$ cat src/rtl/srec_pkg.sv
// Shared types, constants and the hex digit decoder for the S-record loader.
package srec_pkg;

   localparam int CHAR_W    = 8;
   localparam int ADDR_W    = 16;
   localparam int OFFSET_W  = 14;
   localparam int NIB_W     = 4;
   localparam int COUNT_W   = 8;
   localparam int POS_W     = 10;
   localparam int IDX_W     = POS_W - 1;
   localparam int DIFF_W    = ADDR_W + 2;

   localparam int WINDOW_SIZE = 16384;

   localparam logic [ADDR_W-1:0]  WINDOW_BASE_RESET = 16'h8000;
   localparam logic [POS_W-1:0]   POS_MAX           = {POS_W{1'b1}};
   localparam logic [COUNT_W-1:0] COUNT_OVERHEAD    = 8'd3;
   localparam logic [IDX_W-1:0]   DATA_START_PAIR   = 9'd4;

   localparam logic [CHAR_W-1:0] CHAR_NL    = 8'h0A;
   localparam logic [CHAR_W-1:0] CHAR_S     = 8'h53;
   localparam logic [CHAR_W-1:0] CHAR_NINE  = 8'h39;
   localparam logic [CHAR_W-1:0] CHAR_ZERO  = 8'h30;
   localparam logic [CHAR_W-1:0] CHAR_LO_A  = 8'h61;
   localparam logic [CHAR_W-1:0] CHAR_LO_Z  = 8'h7A;
   localparam logic [CHAR_W-1:0] CASE_SHIFT = 8'h20;
   localparam logic [NIB_W-1:0]  LETTER_ADJ = 4'd9;

   localparam logic KIND_DATA = 1'b0;
   localparam logic KIND_END  = 1'b1;

   typedef struct packed {
      logic                kind;
      logic [OFFSET_W-1:0] offset;
      logic [CHAR_W-1:0]   data_byte;
      logic                in_window;
   } srec_result_type;

   // Digit value; letters and junk wrap as (10 + c - 'A') mod 16.
   function automatic logic [NIB_W-1:0] hex_value(input logic [CHAR_W-1:0] c);
      logic [CHAR_W-1:0] u;
      u = c;
      if (c >= CHAR_LO_A && c <= CHAR_LO_Z) begin
         u = c - CASE_SHIFT;
      end
      if (u >= CHAR_ZERO && u <= CHAR_NINE) begin
         hex_value = NIB_W'(u - CHAR_ZERO);
      end else begin
         hex_value = u[NIB_W-1:0] + LETTER_ADJ;
      end
   endfunction

endpackage

$ cat src/rtl/srec_if.sv
// Valid/ready channel interfaces for characters in and results out.
interface srec_req_if import srec_pkg::*; ();
   logic              valid;
   logic              ready;
   logic [CHAR_W-1:0] char_in;
   modport source (output valid, output char_in, input ready);
   modport sink   (input valid, input char_in, output ready);
endinterface

interface srec_rsp_if import srec_pkg::*; ();
   logic                valid;
   logic                ready;
   logic                kind;
   logic [OFFSET_W-1:0] offset;
   logic [CHAR_W-1:0]   data_byte;
   logic                in_window;
   modport source (output valid, output kind, output offset, output data_byte,
                   output in_window, input ready);
   modport sink   (input valid, input kind, input offset, input data_byte,
                   input in_window, output ready);
endinterface

$ cat src/rtl/srec_parser.sv
// Line parser: per-character state update and result formation.
module srec_parser import srec_pkg::*; (
   input  logic                clock,
   input  logic                reset,
   input  logic                accept,
   input  logic [CHAR_W-1:0]   char_in,
   input  logic [ADDR_W-1:0]   window_base,
   output logic                emit,
   output srec_result_type     result
);

   logic [POS_W-1:0]   pos_ff,      pos_in;
   logic               nine_ff,     nine_in;
   logic [COUNT_W-1:0] left_ff,     left_in;
   logic [ADDR_W-1:0]  addr_ff,     addr_in;
   logic [NIB_W-1:0]   hi_ff,       hi_in;
   logic               finished_ff, finished_in;

   logic [NIB_W-1:0]   nib;
   logic [COUNT_W-1:0] count;
   logic [IDX_W-1:0]   idx;
   logic [DIFF_W-1:0]  diff;
   logic               in_range;

   assign nib   = hex_value(char_in);
   assign count = {hi_ff, nib};
   assign idx   = pos_ff[POS_W-1:1] - DATA_START_PAIR;
   assign diff  = {2'b00, addr_ff} + {{(DIFF_W-IDX_W){1'b0}}, idx}
                  - {2'b00, window_base};
   // Negative differences set the top bit.
   assign in_range = !diff[DIFF_W-1] && (diff < DIFF_W'(WINDOW_SIZE));

   always_comb begin
      pos_in      = pos_ff;
      nine_in     = nine_ff;
      left_in     = left_ff;
      addr_in     = addr_ff;
      hi_in       = hi_ff;
      finished_in = finished_ff;
      emit        = 1'b0;
      result      = '0;
      if (accept && !finished_ff) begin
         if (char_in == CHAR_NL) begin
            if (nine_ff) begin
               emit        = 1'b1;
               result.kind = KIND_END;
               finished_in = 1'b1;
            end
            pos_in  = '0;
            nine_in = 1'b0;
            left_in = '0;
            addr_in = '0;
         end else begin
            if (pos_ff == POS_W'(0)) begin
               nine_in = (char_in == CHAR_S);
            end else if (pos_ff == POS_W'(1)) begin
               nine_in = nine_ff && (char_in == CHAR_NINE);
            end else if (pos_ff == POS_W'(2)) begin
               hi_in = nib;
            end else if (pos_ff == POS_W'(3)) begin
               left_in = (count >= COUNT_OVERHEAD) ? count - COUNT_OVERHEAD : '0;
            end else if (pos_ff <= POS_W'(7)) begin
               addr_in = {addr_ff[ADDR_W-NIB_W-1:0], nib};
            end else if (left_ff != '0) begin
               if (!pos_ff[0]) begin
                  hi_in = nib;
               end else begin
                  emit             = 1'b1;
                  result.kind      = KIND_DATA;
                  result.offset    = in_range ? diff[OFFSET_W-1:0] : '0;
                  result.data_byte = {hi_ff, nib};
                  result.in_window = in_range;
                  left_in          = left_ff - COUNT_W'(1);
               end
            end
            if (pos_ff != POS_MAX) begin
               pos_in = pos_ff + POS_W'(1);
            end
         end
      end
   end

   always_ff @(posedge clock) begin
      if (reset) begin
         pos_ff      <= '0;
         nine_ff     <= 1'b0;
         left_ff     <= '0;
         addr_ff     <= '0;
         hi_ff       <= '0;
         finished_ff <= 1'b0;
      end else begin
         pos_ff      <= pos_in;
         nine_ff     <= nine_in;
         left_ff     <= left_in;
         addr_ff     <= addr_in;
         hi_ff       <= hi_in;
         finished_ff <= finished_in;
      end
   end

endmodule

$ cat src/rtl/srec_out_reg.sv
// Result register driving the response channel.
module srec_out_reg import srec_pkg::*; (
   input  logic            clock,
   input  logic            reset,
   input  logic            load,
   input  srec_result_type result,
   output logic            can_take,
   srec_rsp_if.source      rsp
);

   logic            valid_ff, valid_in;
   srec_result_type data_ff,  data_in;

   // Free when empty or being drained this cycle.
   assign can_take = !valid_ff || rsp.ready;

   always_comb begin
      valid_in = valid_ff;
      data_in  = data_ff;
      if (rsp.ready) begin
         valid_in = 1'b0;
      end
      if (load) begin
         valid_in = 1'b1;
         data_in  = result;
      end
   end

   always_ff @(posedge clock) begin
      if (reset) begin
         valid_ff <= 1'b0;
      end else begin
         valid_ff <= valid_in;
      end
   end

   always_ff @(posedge clock) begin
      data_ff <= data_in;
   end

   assign rsp.valid     = valid_ff;
   assign rsp.kind      = data_ff.kind;
   assign rsp.offset    = data_ff.offset;
   assign rsp.data_byte = data_ff.data_byte;
   assign rsp.in_window = data_ff.in_window;

endmodule

$ cat src/rtl/srecord_loader.sv
// Top level of the S-record loader: channels, window base register, parser, result register.
//
//   channel   dir   handshake          payload
//   req_ch    in    valid / ready      char_in (8)
//   rsp_ch    out   valid / ready      kind, offset (14), data_byte (8), in_window
//   csr       in    csr_we             csr_wdata (16) -> window base
//
// One character per cycle while req_ch.ready is high: the parser state updates on
// the accepting edge and a result, if any, lands in the output register on that same edge.
// req_ch.ready is low only while the output register holds a result that is
// not being taken; stalls on rsp_ch hold the result and back-pressure input.
// Synchronous active-high reset clears the line state, the done flag and the
// output valid, and sets the window base to 0x8000. After an end record the
// block keeps taking characters and drops them until reset.
module srecord_loader import srec_pkg::*; (
   input  logic              clock,
   input  logic              reset,
   input  logic              csr_we,
   input  logic [ADDR_W-1:0] csr_wdata,
   srec_req_if.sink          req_ch,
   srec_rsp_if.source        rsp_ch
);

   logic [ADDR_W-1:0] base_ff, base_in;
   logic              accept;
   logic              emit;
   logic              can_take;
   srec_result_type   result;

   assign base_in = csr_we ? csr_wdata : base_ff;

   always_ff @(posedge clock) begin
      if (reset) begin
         base_ff <= WINDOW_BASE_RESET;
      end else begin
         base_ff <= base_in;
      end
   end

   assign req_ch.ready = can_take;
   assign accept       = req_ch.valid && can_take;

   srec_parser u_parser (
      .clock       (clock),
      .reset       (reset),
      .accept      (accept),
      .char_in     (req_ch.char_in),
      .window_base (base_ff),
      .emit        (emit),
      .result      (result)
   );

   // emit is only raised for an accepted request, so the slot is free.
   srec_out_reg u_out (
      .clock    (clock),
      .reset    (reset),
      .load     (emit),
      .result   (result),
      .can_take (can_take),
      .rsp      (rsp_ch)
   );

endmodule

$ cat src/flat_wrapper.sv
// flat-port wrapper written by rule: the top's interface ports become plain ports
module srecord_loader_flat import srec_pkg::*;
  (clock, reset, csr_we, csr_wdata, req_ch_valid, req_ch_char_in, req_ch_ready, rsp_ch_valid, rsp_ch_kind, rsp_ch_offset, rsp_ch_data_byte, rsp_ch_in_window, rsp_ch_ready);
  srec_req_if req_ch_i ();
  srec_rsp_if rsp_ch_i ();
  input  logic clock;
  input  logic reset;
  input  logic csr_we;
  input  logic [ADDR_W-1:0] csr_wdata;
  input wire logic [$bits(req_ch_i.valid)-1:0] req_ch_valid;
  input wire logic [$bits(req_ch_i.char_in)-1:0] req_ch_char_in;
  output wire logic [$bits(req_ch_i.ready)-1:0] req_ch_ready;
  output wire logic [$bits(rsp_ch_i.valid)-1:0] rsp_ch_valid;
  output wire logic [$bits(rsp_ch_i.kind)-1:0] rsp_ch_kind;
  output wire logic [$bits(rsp_ch_i.offset)-1:0] rsp_ch_offset;
  output wire logic [$bits(rsp_ch_i.data_byte)-1:0] rsp_ch_data_byte;
  output wire logic [$bits(rsp_ch_i.in_window)-1:0] rsp_ch_in_window;
  input wire logic [$bits(rsp_ch_i.ready)-1:0] rsp_ch_ready;
  assign req_ch_i.valid = req_ch_valid;
  assign req_ch_i.char_in = req_ch_char_in;
  assign req_ch_ready = req_ch_i.ready;
  assign rsp_ch_valid = rsp_ch_i.valid;
  assign rsp_ch_kind = rsp_ch_i.kind;
  assign rsp_ch_offset = rsp_ch_i.offset;
  assign rsp_ch_data_byte = rsp_ch_i.data_byte;
  assign rsp_ch_in_window = rsp_ch_i.in_window;
  assign rsp_ch_i.ready = rsp_ch_ready;
  srecord_loader u_core (.clock(clock), .reset(reset), .csr_we(csr_we), .csr_wdata(csr_wdata), .req_ch(req_ch_i), .rsp_ch(rsp_ch_i));
endmodule
$ cat config.mk
export PLATFORM = sky130hd
export DESIGN_NAME = srecord_loader_flat
export DESIGN_NICKNAME = d
export VERILOG_FILES = /design/src/rtl/srec_pkg.sv /design/src/rtl/srec_if.sv /design/src/rtl/srec_parser.sv /design/src/rtl/srec_out_reg.sv /design/src/rtl/srecord_loader.sv /design/src/flat_wrapper.sv
export SDC_FILE = /design/constraint.sdc
export NUM_CORES = 1
export LEC_CHECK = 0
export ABC_AREA = 0
export BUFFER_PORTS_ARGS = -buffer_cell sky130_fd_sc_hd__buf_2
export CORE_UTILIZATION = 50
export DETAILED_ROUTE_END_ITERATION = 8
export PLACE_DENSITY = 0.79
export SYNTH_ARGS = -nofsm -noshare
export SYNTH_HDL_FRONTEND = slang
export SYNTH_HIERARCHICAL = 1
export SYNTH_SLANG_ARGS = --single-unit
$ cat constraint.sdc
create_clock -name clock -period 6.1 [get_ports clock]
set_input_delay 1.22 -clock clock [delete_from_list [all_inputs] [get_ports clock]]
set_output_delay 1.22 -clock clock [all_outputs]
set_load 0.005 [all_outputs]
==> results of run 1 <==
## per-layer routing
| layer | global-route usage | vias up |
|---|---|---|
| met1 | 0.3036 | 1974 |
| met5 | 0 | - |
| met3 | 0.04906 | 13 |
| li1 | - | 2087 |
| met4 | 0.07259 | 0 |
| met2 | 0.3738 | 193 |
## path summary, 6_finish.rpt
kind	cells after the start	end
max	13	u_core/u_out/rsp.offset[2]$_DFFE_PP_
min	2	u_core/u_parser/addr_ff[13]$_SDFFE_PP0P_
max reg2reg	13	u_core/u_out/rsp.offset[2]$_DFFE_PP_
min reg2reg	2	u_core/u_parser/addr_ff[13]$_SDFFE_PP0P_
## final cells by class
type                    count  area share
clock buffers              11     0.02340
well taps                 133     0.02963
repair buffers             55     0.04947
inverters                  51     0.03409
flip-flops and latches     81      0.3316
clock inverters             5    0.005793
multi-input cells         423      0.5261
## worst max-delay path, stage by stage, from the launching register on
cell,delay (ps)
dfxtp_1,380
nor4_2,480
nand2_1,120
xor2_1,170
fa_1,490
inv_1,40
ha_1,360
a21oi_1,160
o21ai_0,130
a2111oi_2,460
o21ai_0,220
a31oi_1,180
a31o_2,380
nor3_1,100
## kinds of logic (layout without fill, tap and decap cells)
logic type / Yosys count / in the layout / synth area share
AND/OR/NAND/NOR: 216 / 216 / 0.2141
buffers and inverters: 72 / 122 / 0.06145
AO/OA/AOI/OAI: 108 / 108 / 0.1380
XOR/XNOR: 31 / 31 / 0.05291
flip-flops: 81 / 81 / 0.3628
adder cells (fa/ha/maj): 47 / 47 / 0.1292
multiplexers: 21 / 21 / 0.04145
## metrics by stage
stage	power [mW]	instance area, um2	util
4_1_cts	1.174	5615	0.5693
5_1_grt	1.231	5615	0.5693
3_5_place_dp	0.8335	5451	0.5526
2_1_floorplan	0.7781	5131	-
3_3_place_gp	0.8245	5451	0.5526
6_report	1.172	5615	0.5693
## layout by cell type (no fill, tap or decap), drive strengths merged, types with 10 or more instances in the layout
cell type and n:
nor2 82, dfxtp 57, buf 55, inv 52, a21oi 39, ha 37, nand2 33, nor3 30
edfxtp 24, mux2i 19, nand3 19, xnor2 18, o21ai 16, xor2 13, and2 11, clkbuf 11
fa 10
## where the power goes
group	switching, mW	internal [mW]	leakage, nW	total [mW]
combinational	0.154	0.0995	1.59	0.254
sequential	0.0120	0.562	0.685	0.574
clock	0.197	0.148	0.0836	0.344
## registers in the layout (all words and copies together), names as in the netlist, 4 cells and up
register and flops:
u_core/u_parser/hi_ff 4, u_core/u_out/rsp.data_byte 8, u_core/u_parser/addr_ff 16, u_core/u_parser/left_ff 8, u_core/base_ff 16, u_core/u_out/rsp.offset 14, u_core/u_parser/pos_ff 10
==> flow_summary.yaml, run 1 <==
route:
  vias: 4267
  drt_iter0_drc: 350
  first_pass_iters: 8
  met2_length_um: 5307
  route.met3.wl_um: 796
  met1_length_um: 5109
  antenna_left: 0
  post-route-drc-count: 0
  wl_per_cell_um: 14.98
  routed.top_layer: "met4"
  wl_um: 11370
  vias_per_cell: 5.622
placed_design:
  place_congestion: 0.8668
  numPortBuffers: 54
  placedCellCount: 743
  place_ws_ps: 2130
  dp_hpwl_um: 8508
timing:
  rsz0062_at_grt: "false"
  finalHoldViolCount: 0
  tns_ps: 0
  worst_slack_ps: 2119
  whs_ps: 462.1
  max_freq_mhz: 251.2
  timing.final.crit_share: 0.6527
  min_period_ps: 3981
  setup_viol: 0
  relSlewSlack: 0.4332
  tightest_slew_ps: 850.3
  drv_slew: 0
  skew_ps: 14.49
clock_network:
  cts.sink_count: 81
  htree_levels: 3
  worstSkewPairLatency_ps: 360
  cts_tree: "done"
  numCtsBuffers: 9
  cts_hold_buf: 0
  clockRootBuffer: "clkbuf_8"
  post_cts_buffers: 0
  clk_pin_slew_worst_paths_ps: 80
  cts_resized: 0
  cts_buffer_depth: 2
synth:
  seq_area_frac_synth: 0.3628
  ys_types: 62
  syn_nets: 652
  synth.top_cells.by_count: "nor2_1 (81), dfxtp_1 (57), inv_1 (51)"
  syn_area_per_cell_um2: 8.908
  synth_top_cell_by_area: "dfxtp_1"
  synthFlopType: "dfxtp_1"
  synth_area_um2: 5131
  synth-warning-count: 6
  synth_edf_count: 24
  synth-async-reset-ratio: 0
  synthTopCellsByArea: "dfxtp_1 (22%), edfxtp_1 (14%), ha_1 (9.0%)"
  ys_ff_latch: 81
  synth_most_common_cell: "nor2_1"
  synth_top_area_frac: 0.2224
  synth_cells: 576
worst_setup_path:
  path_max_fanout: 15
  cp.required_ps: 6190
  cp-start-kind: "flop"
  regToRegStartpoint: "u_core/u_parser/pos_ff[7]$_SDFFE_PP0P_"
  worstSetupEndpointType: "flop"
  rrSetupSlack_ps: 2120
  worstPathArrival_ps: 4070
  critPathLaunch: "u_core/u_parser/pos_ff[7]$_SDFFE_PP0P_"
  critPathKind: "flop to flop"
floorplan:
  initial_core_util: 0.5202
  die_h_um: 103.3
  core_um2: 9864
  die_area_um2: 10670
  die_w_um: 103.3
  num_rows: 36
  pin_count: 55
final_layout:
  antenna_cells: 0
  nets: 697
  final-seq-area_um2: 1862
  instances_no_fill: 759
  nFillCells: 840
  drive_above_1_share: 0.1518
  multi_input_area_um2: 2954
  syn2layout_area_growth_pct: 9.437
grt:
  grt_pass1_wl_um: 18730
  antenna_found_initial: 0
  grt-ovfl-total: 0
  grt_util_all_layers: 0.2287
  grt_pass1_vias: 3961
  grt_max_degree: 44
outcome:
  status: "finished, final reports clean"
power_and_ir_drop:
  power.leakage_nw: 2.362
  p_per_area_nw_per_um2: 208.7
  ir_drop_uv: 109.4
worst_hold_path:
  hp-start: "u_core/u_parser/addr_ff[13]$_SDFFE_PP0P_"
  hp-class: "flop to flop"
flow_run:
  maxCapViolCount: 0
Note: power is estimated with default switching activity, not from simulation.
==> inputs of run 2 (changes only) <==
==> constraint.sdc (replaced) <==
create_clock -name clock -period 4 [get_ports clock]
set_input_delay 0.8 -clock clock [delete_from_list [all_inputs] [get_ports clock]]
set_output_delay 0.8 -clock clock [all_outputs]
set_load 0.005 [all_outputs]
==> flow_summary.yaml, run 2 (synthesis results as in run 1) <==
route:
  wl_per_cell_um: 14.89
  wl_um: 11360
  first_pass_iters: 5
  drt_iter0_drc: 307
  vias_per_cell: 5.663
  post-route-drc-count: 0
  vias: 4321
  antenna_left: 0
worst_setup_path:
  cp-start-kind: "flop"
  critPathKind: "flop to flop"
  worstPathArrival_ps: 3960
  path_max_fanout: 8
  cp.required_ps: 4180
  worstSetupEndpointType: "flop"
  r2r_cells: 13
power_and_ir_drop:
  ir_drop_uv: 136.4
  p_per_area_nw_per_um2: 324.1
  power.leakage_nw: 2.407
timing:
  finalHoldViolCount: 0
  worst_slack_ps: 220.6
  skew_ps: 13.95
  tightest_slew_ps: 610.3
  whs_ps: 475.3
  drv_slew: 0
  rsz0062_at_grt: "true"
  min_period_ps: 3779
  max_freq_mhz: 264.6
  setup_viol: 0
  timing.final.crit_share: 0.9448
  tns_ps: 0
  relSlewSlack: 0.5931
floorplan:
  num_rows: 36
  core_um2: 9864
  die_area_um2: 10670
  pin_count: 55
  die_w_um: 103.3
  die_h_um: 103.3
  initial_core_util: 0.5202
clock_network:
  post_cts_buffers: 0
  cts_hold_buf: 0
  clk_pin_slew_worst_paths_ps: 80
  cts_buffer_depth: 2
  cts.sink_count: 81
  worstSkewPairLatency_ps: 360
  htree_levels: 3
  numCtsBuffers: 9
  cts_tree: "done"
  clockRootBuffer: "clkbuf_8"
placed_design:
  dp_hpwl_um: 8542
  place_ws_ps: 24.24
  place_congestion: 0.9119
  placedCellCount: 746
  numPortBuffers: 54
worst_hold_path:
  min_path_cells: 2
  hp-class: "flop to flop"
grt:
  grt_util_all_layers: 0.2225
  use_met3: 0.04234
  grt_busiest_layer: "met2"
  grt_util_met1: 0.2975
  grt_max_degree: 40
  antenna_found_initial: 0
  grt-ovfl-total: 0
  grt_pass1_wl_um: 18170
  grt_pass1_vias: 3859
  use_met2: 0.3528
final_layout:
  instances_no_fill: 763
  final_core_util: 0.5798
  nFillCells: 856
  final_common_cell: "nor2_1"
  syn2layout_area_growth_pct: 11.46
  layout_common_cells: "nor2_1 (81), buf_2 (54), dfxtp_1 (54), inv_1 (51)"
  drive_above_1_share: 0.1667
  antenna_cells: 0
  nets: 701
outcome:
  status: "finished, final reports clean"
flow_run:
  maxCapViolCount: 0
run 2: cell types whose count changed in the layout (fill, tap and decap cells not counted), sizes merged:
cell    delta
buf        +3
clkinv     -1
a31o       +1
bufinv     +1
run 2: per-layer routing:
| metal | vias to the layer above | wire, um |
|---|---|---|
| li1 | 2094 | - |
| met1 | 2042 | 5134 |
| met2 | 156 | 5346 |
| met3 | 29 | 615 |
| met4 | 0 | 261 |
| met5 | - | 0 |
run 2: critical path, cell delays in order, from the launching register on:
cell      delay (ps)
dfxtp_4          390
nor3_4           230
nand2_1           90
xor2_1           160
fa_1             500
inv_1             50
ha_1             390
a21oi_2          220
o211ai_1         150
a32oi_2          240
a21boi_1         120
or4_1            540
a31o_4           310
nor4_2           230
run 2: report_power, final:
part	total [mW]	internal, mW	switching [mW]
Sequential	0.875	0.856	0.0185
Combinational	0.394	0.156	0.238
Clock	0.585	0.288	0.297
Total	1.85	1.30	0.554
run 2: area by class of cell:
type / count / area (um2) / share of cell area
sequential: 81 / 1868 / 0.3266
clock buffer: 11 / 131.4 / 0.02297
timing repair buffer: 58 / 300.3 / 0.05250
tap: 133 / 166.4 / 0.02910
clock inverter: 5 / 55.05 / 0.009626
multi-input combinational: 424 / 3007 / 0.5257
inverter: 51 / 191.4 / 0.03347
run 2: per-stage QoR:
step / area, um2 / total power, mW
3_3_place_gp: 5474 / 1.254
4_1_cts: 5665 / 1.853
2_1_floorplan: 5131 / 1.187
5_1_grt: 5719 / 1.940
3_5_place_dp: 5474 / 1.267
6_report: 5719 / 1.854
run 2: path summary, 6_finish.rpt:
check / startpoint / endpoint / slack [ps]
worst max-delay path: u_core/u_parser/pos_ff[3]$_SDFFE_PP0P_ / u_core/u_out/rsp.offset[3]$_DFFE_PP_ / 220
worst min-delay path: u_core/u_parser/addr_ff[14]$_SDFFE_PP0P_ / u_core/u_parser/addr_ff[14]$_SDFFE_PP0P_ / 480
worst max register to register: u_core/u_parser/pos_ff[3]$_SDFFE_PP0P_ / u_core/u_out/rsp.offset[3]$_DFFE_PP_ / 220
worst min register to register: u_core/u_parser/addr_ff[14]$_SDFFE_PP0P_ / u_core/u_parser/addr_ff[14]$_SDFFE_PP0P_ / 480
run 2: repair_timing:
item                       in CTS  in global routing
pin swaps                       0                  1
gates resized for setup         1                 11
gates cloned                    0                  1
setup endpoints to repair       1                 15
